===== src/rtl/mexp_pkg.sv =====
package mexp_pkg;

    // operand and product widths
    localparam int OPERAND_WIDTH = 31;
    localparam int PROD_WIDTH    = 2 * OPERAND_WIDTH;
    localparam int REM_CNT_W     = $clog2(PROD_WIDTH);
    localparam int STEP_W        = 4;

    typedef logic [OPERAND_WIDTH-1:0] t_word;
    typedef logic [PROD_WIDTH-1:0]    t_prod;
    typedef logic [STEP_W-1:0]        t_step;

    // datapath actions, one per control word
    typedef enum logic [3:0] {
        DP_NOP,
        DP_LOAD,
        DP_REM_BASE,
        DP_WR_B,
        DP_MUL_ACC,
        DP_MUL_SQ,
        DP_REM_PROD,
        DP_WR_ACC,
        DP_OUT
    } t_dp;

    // jump conditions: jump to target when true, else fall through
    typedef enum logic [2:0] {
        COND_NEVER,
        COND_ALWAYS,
        COND_NO_REQ,
        COND_REM_BUSY,
        COND_E_ZERO,
        COND_E_EVEN,
        COND_OUT_FULL
    } t_cond;

    typedef struct packed {
        logic  in_ready;
        t_dp   dp;
        logic  shift_e;
        t_cond cond;
        t_step target;
    } t_ctrl;

    typedef struct packed {
        logic in_valid;
        logic rem_busy;
        logic e_zero;
        logic e_even;
        logic out_full;
    } t_stat;

    // program entry points
    localparam t_step STEP_IDLE     = 4'd0;
    localparam t_step STEP_BASE     = 4'd1;
    localparam t_step STEP_BASE_W   = 4'd2;
    localparam t_step STEP_BASE_WR  = 4'd3;
    localparam t_step STEP_LOOP     = 4'd4;
    localparam t_step STEP_BIT      = 4'd5;
    localparam t_step STEP_MUL      = 4'd6;
    localparam t_step STEP_MUL_R    = 4'd7;
    localparam t_step STEP_MUL_W    = 4'd8;
    localparam t_step STEP_MUL_WR   = 4'd9;
    localparam t_step STEP_SQ       = 4'd10;
    localparam t_step STEP_SQ_R     = 4'd11;
    localparam t_step STEP_SQ_W     = 4'd12;
    localparam t_step STEP_SQ_WR    = 4'd13;
    localparam t_step STEP_FINISH   = 4'd14;
    localparam t_step STEP_RESTART  = 4'd15;

    // microcode table
    function automatic t_ctrl ucode_rom(input t_step pc);
        t_ctrl w;
        w.in_ready = 1'b0;
        w.dp       = DP_NOP;
        w.shift_e  = 1'b0;
        w.cond     = COND_NEVER;
        w.target   = STEP_IDLE;
        case (pc)
            STEP_IDLE: begin
                w.in_ready = 1'b1;
                w.dp       = DP_LOAD;
                w.cond     = COND_NO_REQ;
                w.target   = STEP_IDLE;
            end
            STEP_BASE:    w.dp = DP_REM_BASE;
            STEP_BASE_W: begin
                w.cond   = COND_REM_BUSY;
                w.target = STEP_BASE_W;
            end
            STEP_BASE_WR: w.dp = DP_WR_B;
            STEP_LOOP: begin
                w.cond   = COND_E_ZERO;
                w.target = STEP_FINISH;
            end
            STEP_BIT: begin
                w.cond   = COND_E_EVEN;
                w.target = STEP_SQ;
            end
            STEP_MUL:     w.dp = DP_MUL_ACC;
            STEP_MUL_R:   w.dp = DP_REM_PROD;
            STEP_MUL_W: begin
                w.cond   = COND_REM_BUSY;
                w.target = STEP_MUL_W;
            end
            STEP_MUL_WR:  w.dp = DP_WR_ACC;
            STEP_SQ:      w.dp = DP_MUL_SQ;
            STEP_SQ_R:    w.dp = DP_REM_PROD;
            STEP_SQ_W: begin
                w.cond   = COND_REM_BUSY;
                w.target = STEP_SQ_W;
            end
            STEP_SQ_WR: begin
                w.dp      = DP_WR_B;
                w.shift_e = 1'b1;
                w.cond    = COND_ALWAYS;
                w.target  = STEP_LOOP;
            end
            STEP_FINISH: begin
                w.dp     = DP_OUT;
                w.cond   = COND_OUT_FULL;
                w.target = STEP_FINISH;
            end
            STEP_RESTART: begin
                w.cond   = COND_ALWAYS;
                w.target = STEP_IDLE;
            end
            default: w.cond = COND_NEVER;
        endcase
        return w;
    endfunction

endpackage


===== src/rtl/mexp_rem.sv =====
module mexp_rem (
    input  logic                  i_clk,
    input  logic                  i_rst_n,
    input  logic                  i_start,
    input  mexp_pkg::t_prod       i_dividend,
    input  mexp_pkg::t_word       i_modulus,
    output logic                  o_busy,
    output mexp_pkg::t_word       o_rem
);
    import mexp_pkg::*;

    logic                 r_busy;
    logic [REM_CNT_W-1:0] r_cnt;
    t_prod                r_div;
    t_word                r_rem;
    t_word                r_mod;

    logic [OPERAND_WIDTH:0] s_trial;
    logic [OPERAND_WIDTH:0] s_diff;
    logic                   s_ge;

    // one restoring step: shift in the next dividend bit, subtract if it fits
    always_comb begin
        s_trial = {r_rem, r_div[PROD_WIDTH-1]};
        s_ge    = (s_trial >= {1'b0, r_mod});
        s_diff  = s_ge ? (s_trial - {1'b0, r_mod}) : s_trial;
    end

    // control: run for one step per dividend bit
    always_ff @(posedge i_clk) begin
        if (!i_rst_n) begin
            r_busy <= 1'b0;
            r_cnt  <= '0;
        end else if (i_start) begin
            r_busy <= 1'b1;
            r_cnt  <= REM_CNT_W'(PROD_WIDTH - 1);
        end else if (r_busy) begin
            r_cnt <= r_cnt - 1'b1;
            if (r_cnt == '0) begin
                r_busy <= 1'b0;
            end
        end
    end

    // payload
    always_ff @(posedge i_clk) begin
        if (i_start) begin
            r_div <= i_dividend;
            r_rem <= '0;
            r_mod <= i_modulus;
        end else if (r_busy) begin
            r_div <= {r_div[PROD_WIDTH-2:0], 1'b0};
            r_rem <= s_diff[OPERAND_WIDTH-1:0];
        end
    end

    assign o_busy = r_busy;
    assign o_rem  = r_rem;

    // start always raises busy
    a_start_busy: assert property (@(posedge i_clk) disable iff (!i_rst_n)
        i_start |=> r_busy)
        else $error("remainder unit not busy after start");

    // last step ends the run
    a_last_step: assert property (@(posedge i_clk) disable iff (!i_rst_n)
        (r_busy && !i_start && r_cnt == '0) |=> !r_busy)
        else $error("remainder unit ran past last step");

    // finished remainder lies below the modulus
    a_rem_range: assert property (@(posedge i_clk) disable iff (!i_rst_n)
        (!r_busy && $past(r_busy) && $past(i_rst_n) && r_mod != '0) |-> (r_rem < r_mod))
        else $error("remainder not below modulus");

endmodule


===== src/rtl/mexp_seq.sv =====
module mexp_seq (
    input  logic            i_clk,
    input  logic            i_rst_n,
    input  mexp_pkg::t_stat i_stat,
    output mexp_pkg::t_ctrl o_ctrl
);
    import mexp_pkg::*;

    t_step r_pc;
    t_step n_pc;
    t_ctrl s_word;
    logic  s_take;

    // fetch the control word for the current step
    assign s_word = ucode_rom(r_pc);

    // evaluate the jump condition
    always_comb begin
        case (s_word.cond)
            COND_NEVER:    s_take = 1'b0;
            COND_ALWAYS:   s_take = 1'b1;
            COND_NO_REQ:   s_take = !i_stat.in_valid;
            COND_REM_BUSY: s_take = i_stat.rem_busy;
            COND_E_ZERO:   s_take = i_stat.e_zero;
            COND_E_EVEN:   s_take = i_stat.e_even;
            COND_OUT_FULL: s_take = i_stat.out_full;
            default:       s_take = 1'b0;
        endcase
        n_pc = s_take ? s_word.target : r_pc + 1'b1;
    end

    // step counter
    always_ff @(posedge i_clk) begin
        if (!i_rst_n) begin
            r_pc <= STEP_IDLE;
        end else begin
            r_pc <= n_pc;
        end
    end

    assign o_ctrl = s_word;

endmodule


===== src/rtl/modular_exponentiation.sv =====
// flow: the accepted base is first reduced modulo the modulus, then for each exponent bit a zero bit
// squares and reduces the base, while a one bit first multiplies the accumulator by the base and
// reduces it, then squares; the remainder unit handles one dividend bit per cycle
// throughput: one request at a time; the next is taken only after the result is registered and the
// sequencer has passed its restart step back to the idle step
// reset: synchronous active low, clears the step counter, the remainder busy flag and the output valid
module modular_exponentiation (
    input  logic                  i_clk,
    input  logic                  i_rst_n,
    input  logic                  i_valid,
    output logic                  o_ready,
    input  mexp_pkg::t_word       i_base,
    input  mexp_pkg::t_word       i_exponent,
    input  mexp_pkg::t_word       i_modulus,
    output logic                  o_valid,
    input  logic                  i_ready,
    output mexp_pkg::t_word       o_power_mod
);
    import mexp_pkg::*;

    t_ctrl s_ctrl;
    t_stat s_stat;
    logic  s_accept;
    logic  s_out_free;
    logic  s_rem_start;
    logic  s_rem_busy;
    t_word s_rem;
    t_prod s_rem_div;

    t_word r_acc;
    t_word r_b;
    t_word r_e;
    t_word r_m;
    t_prod r_prod;
    t_word r_out;
    logic  r_out_valid;

    assign s_accept    = s_ctrl.in_ready && i_valid;
    assign s_out_free  = !r_out_valid || i_ready;
    assign s_rem_start = (s_ctrl.dp == DP_REM_BASE) || (s_ctrl.dp == DP_REM_PROD);
    assign s_rem_div   = (s_ctrl.dp == DP_REM_BASE) ?
                         {{OPERAND_WIDTH{1'b0}}, r_b} : r_prod;

    // status back to the sequencer
    always_comb begin
        s_stat.in_valid = i_valid;
        s_stat.rem_busy = s_rem_busy;
        s_stat.e_zero   = (r_e == '0);
        s_stat.e_even   = !r_e[0];
        s_stat.out_full = !s_out_free;
    end

    mexp_seq u_seq (
        .i_clk   (i_clk),
        .i_rst_n (i_rst_n),
        .i_stat  (s_stat),
        .o_ctrl  (s_ctrl)
    );

    mexp_rem u_rem (
        .i_clk      (i_clk),
        .i_rst_n    (i_rst_n),
        .i_start    (s_rem_start),
        .i_dividend (s_rem_div),
        .i_modulus  (r_m),
        .o_busy     (s_rem_busy),
        .o_rem      (s_rem)
    );

    // operand registers and multiplier
    always_ff @(posedge i_clk) begin
        case (s_ctrl.dp)
            DP_LOAD: begin
                if (s_accept) begin
                    r_b   <= i_base;
                    r_e   <= i_exponent;
                    r_m   <= i_modulus;
                    r_acc <= (i_modulus == OPERAND_WIDTH'(1)) ? '0 : OPERAND_WIDTH'(1);
                end
            end
            DP_WR_B:    r_b    <= s_rem;
            DP_WR_ACC:  r_acc  <= s_rem;
            DP_MUL_ACC: r_prod <= PROD_WIDTH'(r_acc) * PROD_WIDTH'(r_b);
            DP_MUL_SQ:  r_prod <= PROD_WIDTH'(r_b) * PROD_WIDTH'(r_b);
            default:    r_prod <= r_prod;
        endcase
        if (s_ctrl.shift_e) begin
            r_e <= r_e >> 1;
        end
    end

    // output register
    always_ff @(posedge i_clk) begin
        if (!i_rst_n) begin
            r_out_valid <= 1'b0;
        end else if (s_ctrl.dp == DP_OUT && s_out_free) begin
            r_out_valid <= 1'b1;
        end else if (i_ready) begin
            r_out_valid <= 1'b0;
        end
    end

    // a zero modulus gives zero
    always_ff @(posedge i_clk) begin
        if (s_ctrl.dp == DP_OUT && s_out_free) begin
            r_out <= (r_m == '0) ? '0 : r_acc;
        end
    end

    assign o_ready     = s_ctrl.in_ready;
    assign o_valid     = r_out_valid;
    assign o_power_mod = r_out;

    // an accepted request leaves the idle step
    a_accept_leaves: assert property (@(posedge i_clk) disable iff (!i_rst_n)
        s_accept |=> !s_ctrl.in_ready)
        else $error("still ready after accepting a request");

    // the remainder unit is quiet while waiting for a request
    a_idle_quiet: assert property (@(posedge i_clk) disable iff (!i_rst_n)
        s_ctrl.in_ready |-> !s_rem_busy)
        else $error("remainder unit busy while idle");

    // a finished result always lands in the output register
    a_out_load: assert property (@(posedge i_clk) disable iff (!i_rst_n)
        (s_ctrl.dp == DP_OUT && s_out_free) |=> r_out_valid)
        else $error("result not registered");

endmodule


===== config.mk =====
export PLATFORM = sky130hd
export DESIGN_NAME = modular_exponentiation
export DESIGN_NICKNAME = d
export VERILOG_FILES = /design/src/rtl/mexp_pkg.sv /design/src/rtl/mexp_rem.sv /design/src/rtl/mexp_seq.sv /design/src/rtl/modular_exponentiation.sv
export SDC_FILE = /design/constraint.sdc
export NUM_CORES = 2
export LEC_CHECK = 0
export BUFFER_PORTS_ARGS = -buffer_cell sky130_fd_sc_hd__clkbuf_2
export CAP_MARGIN = 20
export CORE_ASPECT_RATIO = 1.5
export CORE_MARGIN = 4
export CORE_UTILIZATION = 63
export CTS_CLUSTER_SIZE = 10
export DETAILED_ROUTE_END_ITERATION = 6
export PLACE_DENSITY = 0.8
export SYNTH_ARGS = -nofsm -noshare
export SYNTH_HDL_FRONTEND = slang
export SYNTH_HIERARCHICAL = 1
export SYNTH_SLANG_ARGS = --single-unit

===== constraint.sdc =====
create_clock -name i_clk -period 11.6 [get_ports i_clk]
set_clock_uncertainty 0.05 [all_clocks]
set_input_delay 1.16 -clock i_clk [delete_from_list [all_inputs] [get_ports i_clk]]
set_output_delay 1.16 -clock i_clk [all_outputs]
set_load 0.01 [all_outputs]

* Yosys cells after proc, flatten, opt, wreduce, memory -nomap -nowiden *
Index checks and enable logic that the tools add are counted.

cells by class
  add/subtract/negate cells = 3
  $mul = 2
  order comparisons = 1
  eq/ne operators = 31
  mux-type cells = 26
  bitwise logic cells = 1
  reductions and logical operators = 26

operators by type and width
  operator             number
  $mux 62              3
  $mul 31x31->62       2
  $pmux 31 s2          2
  $pmux 62 s2          1
  $mux 31              3
  $mux 30              3
  $pmux 7 s9           1
  $logic_not 31->1     2
  $eq 4x4->1 const B   9
  $eq 4x3->1 const B   8
  $ge 32x31->1         1
  $pmux 4 s8           1
  $eq 31x1->1 const B  1
  $sub 31x31->31       1
  $eq 4x2->1 const B   4
  $reduce_bool 2->1    7
  $mux 6               2
  $eq 3x3->1 const B   3
  $eq 4x1->1 const B   2
  $mux 1               8
  $reduce_and 2->1     4
  $eq 3x2->1 const B   2
  $logic_not 6->1      1
  $pmux 1 s6           1
  other kinds (11)     18

storage, ports and cells
  bits in registers = 353
  input port bits = 97
  output and inout port bits = 33
  logic and storage cells = 105

* Logic depth before layout (Yosys ltp) *
  depth in word-level cells = 6
  depth in mapped cells = 31
  mapped depth without buffers = 28

* By module *
The synthesis kept the hierarchy.

modules (own cells, without submodules)
  module                  times used  cells an instance  area an instance (um^2)  seq. area each (um^2)
  modular_exponentiation  1           6,995              67,359.6                 6,526.3
  mexp_rem                1           651                7,165.6                  3,553.4
  mexp_seq                1           80                 588.1                    80.1

* Worst setup path after synthesis *
OpenSTA, ideal clock, no wires.

  path kind = register to register
  start = register r_b[4]
  end = register r_prod[58] (data pin)
  setup time = 0.158 ns
  arrival time = 7.745 ns
  required time = 11.392 ns
  path slack = 3.647 ns
  cell stages (with the launch flop) = 30
  buffers on the path = 3
  clock period less this slack = 7.953 ns
  path through = edfxtp_1 > clkbuf_1 > clkbuf_1 > clkbuf_1 > nand2_1 > fa_1 > inv_1 > fa_1 > fa_1 > inv_1 > fa_1 > inv_1 > fa_1 > inv_1 > fa_1 > inv_1 > fa_1 > fa_1 > ha_1 > a21oi_1 > o21ai_1 > a211oi_1 > a21oi_1 > a211oi_2 > o21ai_2 > a211o_1 > a21oi_1 > nor3_1 > mux2_1 > o211ai_1

between the ends
  cells in the longest elaborated chain, start to end = 2
  elaborated cells on any way between the ends = 3
  classes of those cells = mul: 2; mux: 1

ends and longest elaborated chain
  element                                   line                                                        text
  start, declared                           modular_exponentiation.sv:31                                t_word r_b;
  start signal, assigned                    modular_exponentiation.sv:75                                r_b <= i_base;
  start signal, assigned                    modular_exponentiation.sv:81                                DP_WR_B: r_b <= s_rem;
  $mul 31x31->62, on equally long branches  modular_exponentiation.sv:84, modular_exponentiation.sv:83
  $pmux 62 s2 (*)                           modular_exponentiation.sv:72                                case (s_ctrl.dp)
  end signal, assigned                      modular_exponentiation.sv:83                                DP_MUL_ACC: r_prod <= PROD_WIDTH'(r_acc) * PROD_WIDTH'(r_b);
  end signal, assigned                      modular_exponentiation.sv:84                                DP_MUL_SQ: r_prod <= PROD_WIDTH'(r_b) * PROD_WIDTH'(r_b);
  end signal, assigned                      modular_exponentiation.sv:85                                default: r_prod <= r_prod;
  end, declared                             modular_exponentiation.sv:34                                t_prod r_prod;

Every way passes the cells marked *; elsewhere a longest branch is shown, timed or not.
A chain may end at the register's enable or synchronous reset.

* Worst setup path in the final report *
  start = register r_b[12]
  end = register r_prod[61] (data pin)

Same word-level chain as after synthesis.

==> results.json <==
{
  "slew_violations": 0,
  "worstSetupEndpointType": "flop",
  "post_cts_buffers": 0,
  "hold_viol_final": 0,
  "fp-row-count": 154,
  "clock_path_buffers": 3,
  "tightest_slew_ps": 1180,
  "syn_nets": 9963,
  "hold_buffers": 0,
  "status": "finished, final reports clean",
  "startpoint": "r_b[12]",
  "min_period_ps": 9930,
  "critical_path_class": "reg -> reg",
  "cp_max_fo": 27,
  "final_nets": 9828,
  "drc": 0,
  "ys_warn_count": 6,
  "tns_ps": 0,
  "gr-total-overflow": 0,
  "dp_hpwl_mm": 163,
  "cts_resized": 0,
  "maxCapViolations": 0,
  "core_um2": 118000,
  "numCtsBuffers": 44,
  "ioPinCount": 130,
  "via_per_inst": 5.99,
  "drtIter0Drc": 4650,
  "wl_per_cell_um": 23.1,
  "cts_tree": "built",
  "slew_headroom_pct": 21.2,
  "grt_pass1_vias": 62300,
  "antenna_found_initial": 16,
  "grt_max_degree": 81,
  "setup_viol": 0,
  "routed_wirelength_mm": 212,
  "place_area_um2": 77100,
  "grt_pass1_wl_mm": 336,
  "worstPathRequired_ps": 11880,
  "stdcell_area_um2": 78400,
  "fmax_mhz": 101,
  "h-tree-depth": 2,
  "drtPass1Iterations": 6,
  "fin_crit_sh_pct": 85.6,
  "min_path_type": "reg -> reg",
  "postSynthCellCount": 7721,
  "synth.avg_cell_area_um2": 9.73,
  "synth_area_um2": 75100,
  "port_buffers": 129,
  "clkSlewWorstSetupHoldPaths_ps": 80,
  "dieArea_um2": 125000,
  "syn2layout_area_growth_pct": 4.41,
  "die_h_um": 431,
  "cts.sinks": 353,
  "clk_latency_ps": 620,
  "rsz0062_at_grt": "false",
  "worstHoldStart": "r_m[13]",
  "worstPathArrival_ps": 10210,
  "timing.rr.start": "r_b[12]",
  "initial_core_util_pct": 63.7,
  "die_w_um": 290,
  "drive_gt1_share_pct": 6.67,
  "globalplace.congestion": 1.01,
  "grt_util_all_layers_pct": 34.8,
  "clockRootBuffer": "clkbuf_16",
  "ant_nets": 0,
  "via_count": 55000,
  "start_kind": "flop"
}
-- cell usage in the layout (no fill, tap or decap), types with 14 or more instances in the layout --
cell type / n
a211oi_1: 14
a21o_1: 104
a21oi_1: 199
a311oi_1: 19
a31oi_1: 26
and2_1: 730
and3_1: 26
buf_4: 95
clkbuf_1: 23
clkbuf_16: 47
clkbuf_2: 129
dfxtp_1: 43
edfxtp_1: 309
fa_1: 1586
ha_1: 559
inv_1: 1725
mux2_2: 156
mux2i_1: 14
nand2_1: 900
nand2b_1: 15
nand3_1: 43
nand4_1: 39
nor2_1: 155
nor2b_1: 91
nor3_1: 21
nor4_1: 31
o211ai_1: 18
o21a_1: 15
o21ai_0: 99
o21ai_1: 22
o21bai_1: 15
or3_1: 14
xnor2_1: 103
xor2_1: 61
-- routing by layer --
layer | GRT usage, % | vias to the layer above | part of all wire (%)
met5 | 0 | - | 0.018
met4 | 26.4 | 8 | 9.8
met3 | 6.14 | 1113 | 8.2
met2 | 60.8 | 2994 | 50
met1 | 37.7 | 27700 | 32
li1 | - | 23100 | -
-- registers in the layout, summed over array words and instances, names as in the netlist --
| signal | flops |
|---|---|
| o_valid | 1 |
| r_e | 31 |
| u_rem/r_div | 62 |
| u_rem/o_busy | 1 |
| u_rem/o_rem | 31 |
| r_prod | 62 |
| u_rem/r_mod | 31 |
| r_m | 31 |
| u_seq/r_pc | 4 |
| r_acc | 31 |
| r_b | 31 |
| u_rem/r_cnt | 6 |
| o_power_mod | 31 |
-- worst max-delay path: stages (launching register included) --
cell	delay, ps
edfxtp_1	1120
buf_4	470
buf_4	530
and2_1	400
fa_1	500
fa_1	490
inv_1	60
fa_1	520
fa_1	520
inv_1	60
fa_1	440
fa_1	600
fa_1	450
fa_1	490
ha_1	480
nand2_1	120
nor3_1	210
inv_1	80
or3_1	320
a211oi_1	440
o21ai_1	240
o221ai_1	350
nand2_1	170
o21ai_0	240
xnor2_1	150
mux2i_1	90
-- cell type report --
cell class,instances,area [µm²]
flip-flops and latches,353,10200
fillers,9045,39500
clock buffers,70,1260
repair buffers,235,1590
diodes,4,10.0
well taps,1560,1950
clock inverters,7,72.6
inverters,1728,6490
multi-input cells,5224,56900
-- path summary, 6_finish.rpt --
path | depth (start not counted) | end | slack (ps)
worst min-delay path | 0 | u_rem/r_mod[13] | 390
worst max register to register | 25 | r_prod[61] | 1670
worst max-delay path | 25 | r_prod[61] | 1670
worst min register to register | 0 | u_rem/r_mod[13] | 390
-- through the flow --
step,util [%],std cells,setup slack [ps],hold WS [ps]
2_1_floorplan,-,7721,3650,377
4_1_cts,66.5,9177,1960,391
5_1_grt,66.5,9179,1470,400
6_report,66.5,9181,1670,392
3_3_place_gp,65.3,9099,2130,384
3_5_place_dp,65.3,9100,2010,386
Power is not shown: default switching activity piles up to over one toggle a cycle in this logic, so the estimate is an artifact.
